==> src/rtl/ptrs_pkg.sv <==
// ptrs_pkg: field widths, register map and reset values for the pan/tilt
// raster scan sequencer.
// No dependencies; the core refers to it by scoped names.
`default_nettype none

package ptrs_pkg;

  localparam int unsigned PULSE_W = 12;
  localparam int unsigned ANGLE_W = 8;
  localparam int unsigned CFG_DATA_W = 32;
  localparam int unsigned CFG_ADDR_W = 4;
  localparam int unsigned IN_DATA_W = 8;
  localparam int unsigned OUT_DATA_W = 48;

  typedef logic [PULSE_W-1:0] pulse_t;
  typedef logic [ANGLE_W-1:0] angle_t;
  typedef logic [1:0]         reg_idx_t;

  // register index, taken from paddr[3:2]
  localparam reg_idx_t REG_MIN_PULSE = 2'd0;
  localparam reg_idx_t REG_MAX_PULSE = 2'd1;
  localparam reg_idx_t REG_STEP_DEG  = 2'd2;

  localparam pulse_t MIN_PULSE_RST = 12'd500;
  localparam pulse_t MAX_PULSE_RST = 12'd2400;
  localparam angle_t STEP_DEG_RST  = 8'd5;

endpackage

`default_nettype wire

==> src/rtl/pan_tilt_raster_scan_sequencer_core.sv <==
// pan_tilt_raster_scan_sequencer_core: raster scan position sequencer with
// angle to servo pulse width mapping and an apb register port.
// Depends on ptrs_pkg.
//
//   channel | ports                      | content
//   --------+----------------------------+------------------------------------
//   in      | in_tvalid/tready/tdata     | one step tick request, beam state
//   out     | out_tvalid/tready/tdata    | pulse widths, angles, buzzer, active
//   cfg     | cfg_psel/penable/pwrite... | min/max pulse width, step angle
//
// One request per cycle sustained while the output is not stalled; each result
// passes the sequencing, angle times range multiply and reciprocal multiply stages.
// The scan position advances as the request is taken, so ticks chain freely.
// Synchronous active-low reset returns the scan to idle and the registers to
// their defaults. A stalled output holds its result and back-pressures the
// three stages in turn; empty stages keep taking requests.
`default_nettype none

module pan_tilt_raster_scan_sequencer_core #(
  parameter int unsigned MAX_ANGLE = 180
) (
  input  wire                                 clk,
  input  wire                                 rst_n,
  // in_tdata: [0] beam_obstructed, [7:1] zero
  input  wire                                 in_tvalid,
  output logic                                in_tready,
  input  wire  [ptrs_pkg::IN_DATA_W-1:0]      in_tdata,
  // out_tdata: [11:0] pan_pulse_us, [23:12] tilt_pulse_us, [31:24] pan_deg,
  //            [39:32] tilt_deg, [40] buzzer_on, [41] active, [47:42] zero
  output logic                                out_tvalid,
  input  wire                                 out_tready,
  output logic [ptrs_pkg::OUT_DATA_W-1:0]     out_tdata,
  input  wire                                 cfg_psel,
  input  wire                                 cfg_penable,
  input  wire                                 cfg_pwrite,
  input  wire  [ptrs_pkg::CFG_ADDR_W-1:0]     cfg_paddr,
  input  wire  [ptrs_pkg::CFG_DATA_W-1:0]     cfg_pwdata,
  output logic [ptrs_pkg::CFG_DATA_W-1:0]     cfg_prdata,
  output logic                                cfg_pready
);

  localparam int unsigned PW = ptrs_pkg::PULSE_W;
  localparam int unsigned AW = ptrs_pkg::ANGLE_W;
  localparam int unsigned PROD_W = PW + AW;
  // exact floor(n / MAX_ANGLE) for n < 2**PROD_W by multiply with ceil reciprocal
  localparam int unsigned LOG_D = $clog2(MAX_ANGLE);
  localparam int unsigned RECIP_SH = PROD_W + LOG_D;
  localparam int unsigned RECIP_W = PROD_W + 1;
  localparam logic [63:0] RECIP_M =
    ((64'd1 << RECIP_SH) + 64'(MAX_ANGLE) - 64'd1) / 64'(MAX_ANGLE);
  localparam int unsigned RMUL_W = PROD_W + RECIP_W;
  localparam logic [AW:0] MAX_SUM = (AW+1)'(MAX_ANGLE);
  localparam ptrs_pkg::angle_t MAX_DEG = AW'(MAX_ANGLE);

  // configuration
  ptrs_pkg::pulse_t min_pulse_r;
  ptrs_pkg::pulse_t max_pulse_r;
  ptrs_pkg::angle_t step_deg_r;

  // scan state
  logic             pan_desc_r;
  ptrs_pkg::angle_t pan_pos_r;
  ptrs_pkg::angle_t tilt_pos_r;
  logic             pan_desc_nxt;
  ptrs_pkg::angle_t pan_pos_nxt;
  ptrs_pkg::angle_t tilt_pos_nxt;

  // stage 1: commanded angles
  logic             s1_vld_r;
  ptrs_pkg::angle_t s1_pan_r;
  ptrs_pkg::angle_t s1_tilt_r;
  logic             s1_on_r;

  // stage 2: angle times pulse range
  logic              s2_vld_r;
  logic [PROD_W-1:0] s2_pan_prod_r;
  logic [PROD_W-1:0] s2_tilt_prod_r;
  ptrs_pkg::angle_t  s2_pan_r;
  ptrs_pkg::angle_t  s2_tilt_r;
  logic              s2_on_r;

  // stage 3: output register
  logic                              s3_vld_r;
  logic [ptrs_pkg::OUT_DATA_W-1:0]   s3_data_r;

  logic s1_rdy, s2_rdy, s3_rdy;
  logic in_acc;
  logic blocked;
  logic cfg_wr;

  ptrs_pkg::angle_t step_eff;
  logic [AW:0]      pan_sum;
  logic [AW:0]      tilt_sum;
  ptrs_pkg::pulse_t pulse_range;
  logic [PROD_W-1:0] pan_prod;
  logic [PROD_W-1:0] tilt_prod;
  logic [RMUL_W-1:0] pan_scaled;
  logic [RMUL_W-1:0] tilt_scaled;
  ptrs_pkg::pulse_t  pan_pulse;
  ptrs_pkg::pulse_t  tilt_pulse;

  assign s3_rdy = !s3_vld_r || out_tready;
  assign s2_rdy = !s2_vld_r || s3_rdy;
  assign s1_rdy = !s1_vld_r || s2_rdy;
  assign in_tready = s1_rdy;
  assign in_acc = in_tvalid && in_tready;
  assign blocked = in_tdata[0];

  // next raster position
  always_comb begin
    step_eff = (step_deg_r == '0) ? AW'(1) : step_deg_r;
    pan_sum = {1'b0, pan_pos_r} + {1'b0, step_eff};
    tilt_sum = {1'b0, tilt_pos_r} + {1'b0, step_eff};
    pan_desc_nxt = pan_desc_r;
    pan_pos_nxt = pan_pos_r;
    tilt_pos_nxt = tilt_pos_r;
    if (!blocked) begin
      pan_desc_nxt = 1'b0;
      pan_pos_nxt = '0;
      tilt_pos_nxt = '0;
    end else if (!pan_desc_r) begin
      if (pan_sum <= MAX_SUM) begin
        pan_pos_nxt = pan_sum[AW-1:0];
      end else begin
        pan_desc_nxt = 1'b1;
        pan_pos_nxt = MAX_DEG;
      end
    end else if (pan_pos_r >= step_eff) begin
      pan_pos_nxt = pan_pos_r - step_eff;
    end else begin
      // bottom of the down sweep: next tilt row, wraps after the last row
      pan_desc_nxt = 1'b0;
      pan_pos_nxt = '0;
      tilt_pos_nxt = (tilt_sum <= MAX_SUM) ? tilt_sum[AW-1:0] : '0;
    end
  end

  // inverted range gives a zero span, so every pulse is min_pulse_us
  assign pulse_range = (max_pulse_r >= min_pulse_r) ? (max_pulse_r - min_pulse_r) : '0;
  assign pan_prod = PROD_W'(s1_pan_r) * PROD_W'(pulse_range);
  assign tilt_prod = PROD_W'(s1_tilt_r) * PROD_W'(pulse_range);

  assign pan_scaled = RMUL_W'(s2_pan_prod_r) * RMUL_W'(RECIP_M[RECIP_W-1:0]);
  assign tilt_scaled = RMUL_W'(s2_tilt_prod_r) * RMUL_W'(RECIP_M[RECIP_W-1:0]);
  assign pan_pulse = pan_scaled[RECIP_SH +: PW] + min_pulse_r;
  assign tilt_pulse = tilt_scaled[RECIP_SH +: PW] + min_pulse_r;

  always_ff @(posedge clk) begin
    if (!rst_n) begin
      pan_desc_r <= 1'b0;
      pan_pos_r <= '0;
      tilt_pos_r <= '0;
      s1_vld_r <= 1'b0;
      s2_vld_r <= 1'b0;
      s3_vld_r <= 1'b0;
    end else begin
      if (in_acc) begin
        pan_desc_r <= pan_desc_nxt;
        pan_pos_r <= pan_pos_nxt;
        tilt_pos_r <= tilt_pos_nxt;
      end
      if (s1_rdy) begin
        s1_vld_r <= in_acc;
      end
      if (s2_rdy) begin
        s2_vld_r <= s1_vld_r;
      end
      if (s3_rdy) begin
        s3_vld_r <= s2_vld_r;
      end
    end
  end

  always_ff @(posedge clk) begin
    if (in_acc) begin
      s1_pan_r <= blocked ? pan_pos_r : '0;
      s1_tilt_r <= blocked ? tilt_pos_r : '0;
      s1_on_r <= blocked;
    end
    if (s2_rdy && s1_vld_r) begin
      s2_pan_prod_r <= pan_prod;
      s2_tilt_prod_r <= tilt_prod;
      s2_pan_r <= s1_pan_r;
      s2_tilt_r <= s1_tilt_r;
      s2_on_r <= s1_on_r;
    end
    if (s3_rdy && s2_vld_r) begin
      s3_data_r <= {6'b0, s2_on_r, s2_on_r, s2_tilt_r, s2_pan_r, tilt_pulse, pan_pulse};
    end
  end

  assign out_tvalid = s3_vld_r;
  assign out_tdata = s3_data_r;

  // apb register port
  assign cfg_pready = 1'b1;
  assign cfg_wr = cfg_psel && cfg_penable && cfg_pwrite && cfg_pready;

  always_ff @(posedge clk) begin
    if (!rst_n) begin
      min_pulse_r <= ptrs_pkg::MIN_PULSE_RST;
      max_pulse_r <= ptrs_pkg::MAX_PULSE_RST;
      step_deg_r <= ptrs_pkg::STEP_DEG_RST;
    end else if (cfg_wr) begin
      case (cfg_paddr[3:2])
        ptrs_pkg::REG_MIN_PULSE: min_pulse_r <= cfg_pwdata[PW-1:0];
        ptrs_pkg::REG_MAX_PULSE: max_pulse_r <= cfg_pwdata[PW-1:0];
        ptrs_pkg::REG_STEP_DEG:  step_deg_r <= cfg_pwdata[AW-1:0];
        default: ;
      endcase
    end
  end

  always_comb begin
    case (cfg_paddr[3:2])
      ptrs_pkg::REG_MIN_PULSE: cfg_prdata = ptrs_pkg::CFG_DATA_W'(min_pulse_r);
      ptrs_pkg::REG_MAX_PULSE: cfg_prdata = ptrs_pkg::CFG_DATA_W'(max_pulse_r);
      ptrs_pkg::REG_STEP_DEG:  cfg_prdata = ptrs_pkg::CFG_DATA_W'(step_deg_r);
      default:                 cfg_prdata = '0;
    endcase
  end

endmodule

`default_nettype wire
==> config.mk <==
export PLATFORM = sky130hd
export DESIGN_NAME = pan_tilt_raster_scan_sequencer_core
export DESIGN_NICKNAME = d
export VERILOG_FILES = /design/src/rtl/ptrs_pkg.sv /design/src/rtl/pan_tilt_raster_scan_sequencer_core.sv
export SDC_FILE = /design/constraint.sdc
export NUM_CORES = 2
export LEC_CHECK = 0
export BUFFER_PORTS_ARGS = -buffer_cell sky130_fd_sc_hd__clkbuf_2
export CORE_MARGIN = 1
export CORE_UTILIZATION = 55
export DETAILED_ROUTE_END_ITERATION = 8
export GPL_TIMING_DRIVEN = 1
export PLACE_DENSITY = 0.71
export SYNTH_ARGS = -nofsm -noshare
export SYNTH_HDL_FRONTEND = slang
export SYNTH_SLANG_ARGS = --single-unit
==> constraint.sdc <==
create_clock -name clk -period 23.3 [get_ports clk]
set_input_delay 1.165 -clock clk [delete_from_list [all_inputs] [get_ports clk]]
set_output_delay 1.165 -clock clk [all_outputs]
set_load 0.03 [all_outputs]
=== Yosys cells after proc, flatten, opt, wreduce, memory -nomap -nowiden ===
Index checks and enable logic that the tools add are counted.

* Add/sub/neg operators: 6
* Multipliers: 4
* Order comparisons: 4
* Equal/unequal tests: 4
* Muxes and demuxes: 15
* Reductions and logical operators: 17

{| class="wikitable"
|+ Operator list
! cell !! number
|-
| $mul A20 B21 Y40 const B || 2
|-
| $mux W8 || 9
|-
| $mul A8 B12 Y20 || 2
|-
| $pmux W12 S3 || 1
|-
| $add A12 B12 Y12 || 2
|-
| $add A8 B8 Y9 || 2
|-
| $le A9 B8 Y1 const B || 2
|-
| $ge A12 B12 Y1 || 1
|-
| $mux W12 || 1
|-
| $sub A12 B12 Y12 || 1
|-
| $ge A8 B8 Y1 || 1
|-
| $logic_not A8 Y1 || 1
|-
| $sub A8 B8 Y8 || 1
|-
| $reduce_and A2 Y1 || 3
|-
| $logic_and A1 B1 Y1 || 5
|-
| $mux W1 || 4
|-
| $logic_not A1 Y1 || 3
|-
| $logic_or A1 B1 Y1 || 3
|-
| $reduce_and A3 Y1 || 1
|-
| $eq A2 B1 Y1 const B || 1
|-
| $eq A2 B2 Y1 const B || 1
|-
| $logic_not A2 Y1 || 1
|-
| $ne A2 B1 Y1 const B || 1
|-
| $ne A2 B2 Y1 const B || 1
|}

* Register bits: 167
* Bits of input ports: 51
* Output and inout bits: 83
* Word-level logic and storage cells: 68

=== Depth between registers and ports, before layout ===
* Depth in word-level cells: 8
* Gate-level depth with buffers: 34
* Depth with buffers taken out: 34

=== Worst setup path after synthesis ===
Ideal clock, no wire load.

* Path type: register to register
* Start: reg s2_pan_prod_r[10]
* End: reg s3_data_r, in the netlist out_tdata[10] (data pin)
* Setup time: 0.278 ns
* Arrival time: 7.266 ns
* Required time: 23.022 ns
* Path slack: 15.757 ns
* Stages on the path, launching flop included: 32
* Buffers on the path: 0
* Clock period less this slack: 7.543 ns
* Cell sequence: edfxtp_1 ha_1 fa_1 inv_1 fa_1 fa_1 inv_1 fa_1 fa_1 inv_1 fa_1 inv_1 ha_1 a21oi_1 o21ai_0 a211oi_1 o21ai_0 a21oi_1 o21ai_0 a221o_1 a21oi_1 xor2_1 fa_1 nor2b_1 o21ai_0 a21oi_1 o21ai_1 a21boi_0 o21ai_1 a21boi_0 or4b_1 o311ai_0

* Longest elaborated chain between the ends: 2

{| class="wikitable"
|+ Ends and longest elaborated chain
! item !! RTL line !! RTL
|-
| start: declaration || pan_tilt_raster_scan_sequencer_core.sv:76 || <nowiki>logic [PROD_W-1:0] s2_pan_prod_r;</nowiki>
|-
| start signal: assignment || pan_tilt_raster_scan_sequencer_core.sv:181 || <nowiki>s2_pan_prod_r <= pan_prod;</nowiki>
|-
| $mul A20 B21 Y40 || pan_tilt_raster_scan_sequencer_core.sv:143 || <nowiki>assign pan_scaled = RMUL_W'(s2_pan_prod_r) * RMUL_W'(RECIP_M[RECIP_W-1:0]);</nowiki>
|-
| $add A12 B12 Y12 || pan_tilt_raster_scan_sequencer_core.sv:145 || <nowiki>assign pan_pulse = pan_scaled[RECIP_SH +: PW] + min_pulse_r;</nowiki>
|-
| via pan_pulse[10] || pan_tilt_raster_scan_sequencer_core.sv:99 || <nowiki>ptrs_pkg::pulse_t pan_pulse;</nowiki>
|-
| end signal: assignment || pan_tilt_raster_scan_sequencer_core.sv:188 || <nowiki>s3_data_r <= {6'b0, s2_on_r, s2_on_r, s2_tilt_r, s2_pan_r, tilt_pulse, pan_pulse};</nowiki>
|-
| end: declaration || pan_tilt_raster_scan_sequencer_core.sv:84 || <nowiki>logic [ptrs_pkg::OUT_DATA_W-1:0] s3_data_r;</nowiki>
|}

The timed path passes the listed nets, and every way through them passes these cells.
A chain may end at the register's enable or synchronous reset.

=== Worst setup path after layout ===
Ends and elaborated chain as after synthesis.

==> metrics.yaml <==
outcome:
  run_status: "finished, final reports clean"
worst_setup_path:
  timing.critical_path.fanout_max: 4
  setup.worst_path.start_class: "register"
  cp_data_arrival_time_ps: 9350
  required_ps: 23530
  timing.critical_path.mode_cell: "sky130_fd_sc_hd__fa_1"
  biggest_cell_delay_along_the_critical_path_ps: 540
  timing.setup.critical_path_class: "register to register"
  endpoint_kind: "register"
  reg2regPathDepth: 32
  worst_path_max_delay_cell: "sky130_fd_sc_hd__fa_1"
cts:
  cts_max_path_buffers: 2
  cts_root_buffer: "sky130_fd_sc_hd__clkbuf_16"
  clk_latency_ps: 460
  cts_tree: "done"
  postCtsHoldBufs: 0
  clkSlewWorstSetupHoldPaths_ps: 70
  post-cts-setup-buffers: 0
  ctsResizeCount: 0
  h-tree-depth: 4
  tritoncts.num_buffers: 17
  clkSinkCount: 167
yosys:
  postSynthRegisterBits: 167
  async_sr_flop_fraction_pct: 0
  yosysUniqueCellTypes: 70
  number_of_enable_type_register_cells_in_the_synthesized_netlist: 115
  synth_sequential_area_ratio_pct: 16.6
  syn_inst: 2768
  yosys_warnings: 0
  yosys_most_used_dff: "sky130_fd_sc_hd__edfxtp_1"
  avgSynthCellArea_um2: 9.78
  post_synth_instance_area_mm2: 0.0271
detailed_routing:
  via_per_inst: 5.50
  postRouteWirelength_um: 63700
  routed-via-count: 19100
  post-route-drc-count: 0
  drt_pre_antenna_iters: 6
  routed_wire_length_per_instance_um: 18.3
  drt_iter0_drc: 889
  final_antenna_net_count: 0
floorplanning:
  die_w_um: 224
  die_y_um: 224
  core_area_mm2: 0.0481
  die_area_mm2: 0.0501
  design.portCount: 134
  initial_core_util_pct: 56.2
  core.rowCount: 80
hold_path:
  whs_path_depth: 0
  class_of_the_worst_hold_path: "register to register"
sta:
  final_period_minus_worst_setup_slack_ps: 9120
  final-setup-viol-count: 0
  grt_setup_unrepaired: "false"
  post-route-period-util_pct: 39.1
  finClkSkew_ps: 9.96
  achievable-frequency_mhz: 110
  timing.hold.ws_ps: 425
  setup_tns_ps: 0
  maxSlewHeadroom_pct: 26.1
  count_of_final_max_slew_check_failures: 0
  worst_slew_pin_slew_ps: 1100
  finalHoldViolations: 0
flow_run:
  maxCapViolations: 0
placement:
  post-dp-hpwl_um: 54000
  buffer_ports.inserted: 77
  numPlacedInstances: 3439
  gpl.final_weighted_congestion: 0.934
finish:
  n_antenna_cell: 0
  syn_to_final_growth_pct: 5.62
  final_cells: 3471
  layout-drive-gt1-share_pct: 4.94
  layout.cells.most_common_list: "sky130_fd_sc_hd__inv_1, sky130_fd_sc_hd__ha_1, sky130_fd_sc_hd__fa_1"
  layout_commonest_cell: "sky130_fd_sc_hd__inv_1"
  fillCellCount: 4062
  finalNetCount: 3717
global_route:
  pin_count_of_the_biggest_net_entering_global_routing: 104
  grt.total_usage_pct: 26.6
  globalRoute.totalOverflow: 0
  grt_pass1_wl_um: 104000
  antenna_found_initial: 0
  first_global_vias: 20300
## state kept, by name, summed over array words and instances, names as in the netlist, 8 cells and up
| signal | cells |
|---|---|
| out_tdata | 41 |
| s2_pan_prod_r | 20 |
| s2_tilt_prod_r | 20 |
| max_pulse_r | 12 |
| min_pulse_r | 12 |
| pan_pos_r | 8 |
| s1_pan_r | 8 |
| s1_tilt_r | 8 |
| s2_pan_r | 8 |
| s2_tilt_r | 8 |
| step_deg_r | 8 |
| tilt_pos_r | 8 |
## layout make-up
type	instances	area [um2]	share of cell area, %
clock buffer	17	425	1.49
timing repair buffer	91	490	1.72
inverter	577	2170	7.58
clock inverter	15	164	0.573
tap	656	821	2.87
sequential	167	4490	15.7
multi-input combinational	1948	20000	70.0
## critical path, delay by kind of cell (launching register included)
| kind | cells | cell delay, ps |
|---|---|---|
| flops | 1 | 520 |
| compound gates | 14 | 3080 |
| buf+inv | 5 | 270 |
| simple gates | 2 | 200 |
| fa+ha+maj | 10 | 4340 |
| xor+xnor | 1 | 460 |
## cell families (layout without fill, tap and decap cells)
kind of cell / count (synthesis) / after routing / share of synthesized area [%]
flops: 167 / 167 / 16.6
buf+inv: 678 / 700 / 9.88
compound gates: 356 / 356 / 8.60
fa+ha+maj: 864 / 864 / 49.9
simple gates: 556 / 556 / 10.1
other cells: 2 / 27 / 0.0278
mux: 40 / 40 / 1.48
xor+xnor: 105 / 105 / 3.40
## metal layers
| metal | part of all wire (%) | vias up | global-route usage [%] |
|---|---|---|---|
| met3 | 3.5 | 112 | 2.31 |
| met5 | 0 | - | 0 |
| met4 | 3.0 | 0 | 8.86 |
| met2 | 49 | 409 | 46.2 |
| met1 | 44 | 9484 | 35.0 |
| li1 | - | 9070 | - |
## worst paths after layout
check,from,end,slack (ps)
setup / recovery,s2_pan_prod_r[10]$_DFFE_PP_,out_tdata[10]$_DFFE_PP_,14180
hold / removal,s2_on_r$_DFFE_PP_,out_tdata[40]$_DFFE_PP_,420
setup reg to reg,s2_pan_prod_r[10]$_DFFE_PP_,out_tdata[10]$_DFFE_PP_,14180
hold reg to reg,s2_on_r$_DFFE_PP_,out_tdata[40]$_DFFE_PP_,420
## cell usage after synthesis, types with 5 or more instances
library cell | count | area (um2)
sky130_fd_sc_hd__a211o_1 | 5 | 43.8
sky130_fd_sc_hd__a211oi_1 | 7 | 52.6
sky130_fd_sc_hd__a21boi_0 | 23 | 173
sky130_fd_sc_hd__a21o_1 | 37 | 278
sky130_fd_sc_hd__a21oi_1 | 113 | 566
sky130_fd_sc_hd__a22o_1 | 8 | 70.1
sky130_fd_sc_hd__a31oi_1 | 6 | 37.5
sky130_fd_sc_hd__and2_1 | 52 | 325
sky130_fd_sc_hd__and3_1 | 84 | 526
sky130_fd_sc_hd__and4_1 | 5 | 43.8
sky130_fd_sc_hd__buf_2 | 7 | 35.0
sky130_fd_sc_hd__buf_4 | 28 | 210
sky130_fd_sc_hd__clkbuf_1 | 62 | 233
sky130_fd_sc_hd__dfxtp_1 | 52 | 1040
sky130_fd_sc_hd__edfxtp_1 | 115 | 3450
sky130_fd_sc_hd__fa_1 | 357 | 7150
sky130_fd_sc_hd__ha_1 | 507 | 6340
sky130_fd_sc_hd__inv_1 | 576 | 2160
sky130_fd_sc_hd__mux2i_1 | 40 | 400
sky130_fd_sc_hd__nand2_1 | 207 | 777
sky130_fd_sc_hd__nand2b_1 | 6 | 37.5
sky130_fd_sc_hd__nand3_1 | 33 | 165
sky130_fd_sc_hd__nand3b_1 | 12 | 90.1
sky130_fd_sc_hd__nand4_1 | 24 | 150
sky130_fd_sc_hd__nor2_1 | 77 | 289
sky130_fd_sc_hd__nor2b_1 | 24 | 150
sky130_fd_sc_hd__nor3_1 | 16 | 80.1
sky130_fd_sc_hd__o211ai_1 | 13 | 97.6
sky130_fd_sc_hd__o21a_1 | 11 | 82.6
sky130_fd_sc_hd__o21ai_0 | 58 | 290
sky130_fd_sc_hd__o21ai_1 | 10 | 50.1
sky130_fd_sc_hd__o21bai_1 | 16 | 120
sky130_fd_sc_hd__o31ai_1 | 10 | 75.1
sky130_fd_sc_hd__or3_1 | 5 | 31.3
sky130_fd_sc_hd__xnor2_1 | 76 | 666
sky130_fd_sc_hd__xor2_1 | 29 | 254
## through the flow
stage	worst slack, ps	utilization, %	instance area [um2]
floorplan	15760	-	27200
global placement	14520	58.1	28000
detailed placement	14380	58.1	28000
CTS	14340	59.4	28600
global route	13790	59.4	28600
finish	14180	59.4	28600
Power is left out: the tool's default activity adds up to more than one toggle a clock period on the data nets, which glitch-free logic cannot reach.
